[src/sv/cwfd_pkg.sv]
// Shared types, constants and the CRC-8 byte function of the word-frame deframer.
package cwfd_pkg;

    localparam logic [7:0] CRC_INIT = 8'hFF;
    localparam logic [7:0] CRC_POLY = 8'h31;
    localparam logic [7:0] CRC_TOP  = 8'h80;

    // Frame layout: six words, each high byte, low byte, CRC byte (18 beats).
    localparam logic [2:0] LAST_WORD   = 3'd5;
    localparam logic [1:0] OFFSET_HIGH = 2'd0;
    localparam logic [1:0] OFFSET_LOW  = 2'd1;
    localparam logic [1:0] OFFSET_CRC  = 2'd2;

    typedef logic [2:0] t_word_idx;
    typedef logic [1:0] t_offset;

    // One finished frame, as handed from the controller to the output stage.
    typedef struct packed {
        logic [31:0] co2_bits;
        logic [31:0] temperature_bits;
        logic [31:0] humidity_bits;
        logic        frame_ok;
    } t_result;

    // CRC-8, MSB first, no reflection, no final xor; eight bit steps unrolled.
    function automatic logic [7:0] crc8_byte(input logic [7:0] crc, input logic [7:0] b);
        logic [7:0] c;
        c = crc ^ b;
        for (int i = 0; i < 8; i++) begin
            if ((c & CRC_TOP) != 8'h00) begin
                c = {c[6:0], 1'b0} ^ CRC_POLY;
            end else begin
                c = {c[6:0], 1'b0};
            end
        end
        return c;
    endfunction

endpackage

[src/sv/crc_checked_word_frame_deframer_core.sv]
// Top level of the CRC-checked word-frame deframer.
//
// Input channel: one received byte per beat (i_in_valid / o_in_stall), with
// i_frame_start marking byte 0 of a new 18-byte frame. Each frame is six words
// of high byte, low byte and CRC-8 (poly 0x31, init 0xFF).
// Output channel (o_out_valid / i_out_stall): one beat per complete frame,
// carrying the three 32-bit words and o_frame_ok, set only if all six CRCs
// matched. Bad frames are still delivered, with o_frame_ok low.
// Throughput: one input byte per cycle, except while o_in_stall holds a byte off. The result
// appears in the cycle after the 18th byte is accepted, from the output register.
// The output register decouples the sides: bytes keep flowing while a result
// waits. Only the closing byte of the next frame is held off (o_in_stall)
// while an earlier result is still stalled by the receiver.
// Reset (i_rst_n, synchronous, active low) returns the count to byte 0,
// the CRC to 0xFF and empties the output register.
module crc_checked_word_frame_deframer_core (
    input  logic        i_clk,
    input  logic        i_rst_n,
    input  logic        i_in_valid,
    output logic        o_in_stall,
    input  logic [7:0]  i_rx_byte,
    input  logic        i_frame_start,
    output logic        o_out_valid,
    input  logic        i_out_stall,
    output logic [31:0] o_co2_bits,
    output logic [31:0] o_temperature_bits,
    output logic [31:0] o_humidity_bits,
    output logic        o_frame_ok
);

    logic              beat;
    logic              done;
    logic              out_blocked;
    logic              last_pending;
    cwfd_pkg::t_result frame_result;
    cwfd_pkg::t_result out_result;

    // Hold off any beat that could complete a frame while the output is full
    assign out_blocked = o_out_valid && i_out_stall;
    assign o_in_stall  = out_blocked && last_pending;
    assign beat        = i_in_valid && !o_in_stall;

    cwfd_frame_ctrl u_ctrl (
        .i_clk         (i_clk),
        .i_rst_n       (i_rst_n),
        .i_beat        (beat),
        .i_rx_byte     (i_rx_byte),
        .i_frame_start (i_frame_start),
        .o_done        (done),
        .o_result      (frame_result)
    );

    // Track whether the next byte is the closing CRC byte of a frame
    logic [4:0] r_count;
    logic [4:0] n_count;

    always_comb begin
        n_count = i_frame_start ? 5'd1 : r_count + 5'd1;
        if (done) begin
            n_count = 5'd0;
        end
    end

    always_ff @(posedge i_clk) begin
        if (!i_rst_n) begin
            r_count <= 5'd0;
        end else if (beat) begin
            r_count <= n_count;
        end
    end

    assign last_pending = (r_count == 5'd17);

    cwfd_out_stage u_out (
        .i_clk    (i_clk),
        .i_rst_n  (i_rst_n),
        .i_load   (done),
        .i_result (frame_result),
        .i_stall  (i_out_stall),
        .o_valid  (o_out_valid),
        .o_result (out_result)
    );

    assign o_co2_bits         = out_result.co2_bits;
    assign o_temperature_bits = out_result.temperature_bits;
    assign o_humidity_bits    = out_result.humidity_bits;
    assign o_frame_ok         = out_result.frame_ok;

endmodule

[src/sv/cwfd_frame_ctrl.sv]
// Frame position tracking, per-word CRC check and data byte capture.
module cwfd_frame_ctrl (
    input  logic               i_clk,
    input  logic               i_rst_n,
    input  logic               i_beat,
    input  logic [7:0]         i_rx_byte,
    input  logic               i_frame_start,
    output logic               o_done,
    output cwfd_pkg::t_result  o_result
);

    cwfd_pkg::t_word_idx r_word, n_word;
    cwfd_pkg::t_offset   r_offset, n_offset;
    logic [7:0]          r_crc, n_crc;
    logic                r_mismatch, n_mismatch;
    logic [31:0]         r_words [3];

    // Effective position, crc and flag once a frame start is applied
    cwfd_pkg::t_word_idx eff_word;
    cwfd_pkg::t_offset   eff_offset;
    logic [7:0]          eff_crc;
    logic                eff_mismatch;
    logic                is_data;
    logic                is_last;
    logic [1:0]          slot;
    logic [1:0]          lane;

    always_comb begin
        eff_word     = i_frame_start ? '0 : r_word;
        eff_offset   = i_frame_start ? cwfd_pkg::OFFSET_HIGH : r_offset;
        eff_crc      = i_frame_start ? cwfd_pkg::CRC_INIT : r_crc;
        eff_mismatch = i_frame_start ? 1'b0 : r_mismatch;
        is_data      = (eff_offset != cwfd_pkg::OFFSET_CRC);
        is_last      = (eff_word == cwfd_pkg::LAST_WORD) && !is_data;
        // even words go to the upper half, high bytes to the upper lane
        slot         = eff_word[2:1];
        lane         = {~eff_word[0], (eff_offset == cwfd_pkg::OFFSET_HIGH)};
    end

    // Next state for the position, CRC and mismatch flag
    always_comb begin
        n_word     = eff_word;
        n_offset   = eff_offset;
        n_crc      = eff_crc;
        n_mismatch = eff_mismatch;
        case (eff_offset)
            cwfd_pkg::OFFSET_HIGH: begin
                n_crc    = cwfd_pkg::crc8_byte(eff_crc, i_rx_byte);
                n_offset = cwfd_pkg::OFFSET_LOW;
            end
            cwfd_pkg::OFFSET_LOW: begin
                n_crc    = cwfd_pkg::crc8_byte(eff_crc, i_rx_byte);
                n_offset = cwfd_pkg::OFFSET_CRC;
            end
            default: begin
                n_crc      = cwfd_pkg::CRC_INIT;
                n_offset   = cwfd_pkg::OFFSET_HIGH;
                n_mismatch = eff_mismatch | (eff_crc != i_rx_byte);
                n_word     = eff_word + 3'd1;
                if (is_last) begin
                    n_word     = '0;
                    n_mismatch = 1'b0;
                end
            end
        endcase
    end

    always_ff @(posedge i_clk) begin
        if (!i_rst_n) begin
            r_word     <= '0;
            r_offset   <= cwfd_pkg::OFFSET_HIGH;
            r_crc      <= cwfd_pkg::CRC_INIT;
            r_mismatch <= 1'b0;
        end else if (i_beat) begin
            r_word     <= n_word;
            r_offset   <= n_offset;
            r_crc      <= n_crc;
            r_mismatch <= n_mismatch;
        end
    end

    // Data byte capture; every byte is written before the frame end reads it
    always_ff @(posedge i_clk) begin
        if (i_beat && is_data) begin
            r_words[slot][lane*8 +: 8] <= i_rx_byte;
        end
    end

    // Result is complete on the CRC beat of the last word
    assign o_done                     = i_beat && is_last;
    assign o_result.co2_bits          = r_words[0];
    assign o_result.temperature_bits  = r_words[1];
    assign o_result.humidity_bits     = r_words[2];
    assign o_result.frame_ok          = !(eff_mismatch || (eff_crc != i_rx_byte));

endmodule

[src/sv/cwfd_out_stage.sv]
// Output register holding one finished frame until the receiver takes it.
module cwfd_out_stage (
    input  logic               i_clk,
    input  logic               i_rst_n,
    input  logic               i_load,
    input  cwfd_pkg::t_result  i_result,
    input  logic               i_stall,
    output logic               o_valid,
    output cwfd_pkg::t_result  o_result
);

    logic              r_valid;
    cwfd_pkg::t_result r_result;

    // Valid flag: set on load, cleared once the beat is taken
    always_ff @(posedge i_clk) begin
        if (!i_rst_n) begin
            r_valid <= 1'b0;
        end else if (i_load) begin
            r_valid <= 1'b1;
        end else if (!i_stall) begin
            r_valid <= 1'b0;
        end
    end

    always_ff @(posedge i_clk) begin
        if (i_load) begin
            r_result <= i_result;
        end
    end

    assign o_valid  = r_valid;
    assign o_result = r_result;

endmodule

[config.mk]
export PLATFORM = sky130hd
export DESIGN_NAME = crc_checked_word_frame_deframer_core
export DESIGN_NICKNAME = d
export VERILOG_FILES = /design/src/sv/cwfd_pkg.sv /design/src/sv/crc_checked_word_frame_deframer_core.sv /design/src/sv/cwfd_frame_ctrl.sv /design/src/sv/cwfd_out_stage.sv
export SDC_FILE = /design/constraint.sdc
export NUM_CORES = 1
export LEC_CHECK = 0
export BUFFER_PORTS_ARGS = -buffer_cell sky130_fd_sc_hd__buf_2
export CORE_AREA = 2 2 175 177
export CTS_CLUSTER_SIZE = 10
export DETAILED_ROUTE_END_ITERATION = 12
export DIE_AREA = 0 0 177 179
export PLACE_DENSITY = 0.41
export SLEW_MARGIN = 20
export SYNTH_ARGS = -nofsm -noshare
export SYNTH_HDL_FRONTEND = slang
export SYNTH_SLANG_ARGS = --single-unit
[constraint.sdc]
create_clock -name i_clk -period 14.85 [get_ports i_clk]
set_input_delay 2.2275 -clock i_clk [delete_from_list [all_inputs] [get_ports i_clk]]
set_output_delay 2.2275 -clock i_clk [all_outputs]
set_load 0.005 [all_outputs]
==> summary.md <==
* **worst hold path depth** 0
* **largest family of logic cells by synthesized area** simple AND/OR/NAND/NOR gates
* **worst r2r path cells** 7
* **Starting Density** 25.61%
* **starting DRC count in detailed routing** 291
* **Max Clock Skew** 0.01862 ns
* **# clock sinks** 213
* **setup slack of the most critical reg-to-reg path** 11.54 ns
* **Hold/Removal Path Class** flip-flop to flip-flop
* **Clk pin slew, worst setup/hold paths** 0.05 ns
* **post-synthesis mux area share** 0.1302%
* **most used flip-flop cell after synthesis** edfxtp_1
* **share of synthesized cell area in and, or, nand and nor gates** 9.632%
* **post-route clock period utilization** 35.01%
* **final estimated routing congestion in global placement** 0.7327
* **register area share after synthesis** 80.57%
* **xor/xnor cell area share of the yosys netlist** 2.799%
* **die footprint** 0.03168 mm²
* **final hold viol count** 0
* **number of top-level pins** 112
* **dpl cell area** 0.008696 mm²
* **power density over cell area** 135.7 mW/mm²
* **overall routing resource usage** 10.22%
* **IO buf count** 111
* **Slew Limit Fails** 0
* **final routed DRC violation total** 0
* **Adder-Cell Fraction of Synth Area** 1.464%
* **total of max-cap violations** 0
* **Worst Path Max Fanout** 4
* **area of the mapped netlist** 0.007690 mm²
* **detailed-router iteration count before antenna repair** 4
* **DR vias** 4038
* **data required time of the worst path** 12.62 ns
* **largest vdd supply drop** 0.06562 mV
* **antenna diode instance count** 0
* **utilization after layout** 31.40%
* **top cell type by total area after synthesis** edfxtp_1
* **ratio of routed vias to standard cells** 4.150
* **total of hold buffers inserted after clock tree synthesis** 0
* **terminating pin of the worst hold path** o_temperature_bits[13]
* **critical path data arrival time** 2.97 ns
* **number of levels the H-tree was split into** 1
* **leakage power** 3.247 nW
* **start point of the worst hold path** u_ctrl.r_words[1][13]
* **RR Endpoint** u_ctrl.r_words[2][10]
* **setup repair after global routing missed its margin** no
* **total number of yosys warnings** 0
* **routed length per instance** 17.10 µm
* **most frequent cell after synthesis** edfxtp_1
* **row count** 64
* **post-route standard cell area excluding fillers** 0.009430 mm²
* **Syn Inst Count** 439
* **number of global-route vias before repair** 4086
* **Post-Synthesis Mean Instance Area** 17.52 µm²
* **number of synthesized flops with an enable pin** 193
* **buffers inserted by post-CTS timing repair** 0
* **remaining number of nets flagged by the antenna check after routing** 0
* **Detail Placement HPWL** 11.28 mm
* **fill cell instance count of the final layout** 2958
* **CTS tree** built
* **category of the critical setup timing path** input pin to output pin
* **most area-consuming cells after synthesis** edfxtp_1 (75%), dfxtp_1 (5.2%), and2_1 (3.7%), xnor2_1 (1.5%), ha_1 (1.5%)
* **number of antenna violations at the first check in global routing** 0
* **width of the die** 177 µm
* **result of the run** complete, no violations
* **global-route wire length before repair** 24.26 mm
* **root buf cell** clkbuf_16
* **sum of negative setup slack** 0 ns
* **number of buffers inserted during clock tree synthesis** 26
* **Worst setup EP type** output pin
* **CTS max path bufs** 3
* **final setup violating endpoints** 0
* **maximum number of pins on one net before global-route repair** 83
* **minimum clock period** 5.199 ns
* **chip height** 179 µm
* **insertion delay of the later-clocked pin in the worst-skew pair** 0.52 ns
* **Startpoint Class** input pin
* **area of the core** 0.03003 mm²
* **fraction of layout cells with a size suffix above 1** 25.65%
* **transition at the pin with the smallest max-transition slack** 1.070 ns
* **Net count, final** 586
* **compound-cell area share of the yosys netlist** 4.084%
* **worst-case headroom to the max-slew limit** 28.67%
* **synthesized netlist net count** 461
* **Post-CTS Resized** 0
* **Peak Freq** 192.3 MHz
* **top cells by instance count after synthesis** edfxtp_1 (193), and2_1 (46), dfxtp_1 (20), nor2_1 (19), nand2_1 (16)
* **Crit Reg-Reg Startpoint** r_count[1]
* **Seq cells post-synth** 213
* **Netlist cell types** 49
* **Yosys top cell area share** 75.37%
* **total grt overflow** 0
* **Layout area overhead** 22.63%
* **share of async-settable or async-resettable flops after synthesis** 0%
* **Total Routed Length** 16.64 mm
## final cells by class
cell class	instances	area (µm²)	area share (%)
Clock inverter	4	36.28	0.3848
Multi-Input combinational cell	203	1414	14.99
Inverter	7	26.28	0.2786
Timing Repair Buffer	113	570.5	6.050
Tap cell	396	495.5	5.254
Sequential cell	213	6196	65.70
Clock buffer	37	691.9	7.337
## placed cells by master, fill, tap and decap left out, drive strengths merged, types with 4 or more instances in the layout
cell / synthesis / layout
inv: 7 / 8
dfxtp: 20 / 20
nand2: 16 / 16
nor4: 5 / 5
o21ai: 11 / 11
nor3b: 4 / 4
a21oi: 11 / 11
nor2b: 4 / 4
nand2b: 4 / 4
nor2: 19 / 19
buf: 5 / 113
a21boi: 6 / 6
and2: 46 / 46
clkbuf: 11 / 37
nor3: 6 / 6
nand3: 5 / 5
xnor2: 13 / 13
ha: 9 / 9
edfxtp: 193 / 193
## registers in the layout (all words and copies together) (netlist names)
register	cells
u_out.o_result	1
o_co2_bits	32
u_out.o_valid	1
u_ctrl.r_words	96
o_humidity_bits	32
u_ctrl.r_mismatch	1
o_temperature_bits	32
r_count	5
u_ctrl.r_offset	2
u_ctrl.r_crc	8
u_ctrl.r_word	3
## power breakdown
group,switching (W),internal [W],leakage (nW)
registers,0.00000830,0.000656,1.86
logic,0.0000374,0.0000296,1.04
clock network,0.000227,0.000321,0.347
## per-layer routing
metal	global-route usage, %	up-vias	wire length [µm]
met3	1.887	29	937
met2	16.81	112	7954
li1	-	1907	-
met5	0	-	0
met4	3.065	0	294
met1	13.75	1990	7451
## per-stage QoR
step | worst slack (ns) | hold slack (ns) | power (W) | instances
finish | 9.651 | 0.4164 | 0.001279 | 973
global route | 9.605 | 0.4220 | 0.001327 | 973
CTS | 9.658 | 0.4163 | 0.001297 | 973
detailed placement | 9.530 | 0.4045 | 0.0007440 | 932
global placement | 9.661 | 0.4017 | 0.0007429 | 932
floorplan | 6.687 | 0.4003 | 0.0007277 | 439
## kinds of logic (layout without fill, tap and decap cells)
kind of cell | after synthesis | in the layout
flops | 213 | 213
buf+inv | 23 | 161
xor+xnor | 18 | 18
compound gates | 47 | 47
mux | 1 | 1
simple gates | 128 | 128
fa+ha+maj | 9 | 9
## worst max-delay path by stage
stage / slack [ns] / depth (start not counted) / endpoint / start
finish: 9.65 / 4 / o_in_stall / i_out_stall
global route: 9.60 / 4 / o_in_stall / i_out_stall
CTS: 9.66 / 4 / o_in_stall / i_out_stall
detailed placement: 9.53 / 8 / o_temperature_bits[11] / i_frame_start
global placement: 9.66 / 8 / o_humidity_bits[11] / i_frame_start
floorplan: 6.69 / 9 / o_co2_bits[0] / i_frame_start
## worst max-delay path, cell delays in order
cell and delay (ns):
buf_2 0.08, nand2_1 0.10, nor4_1 0.38, buf_2 0.19
Note: power is estimated with default switching activity, not from simulation.
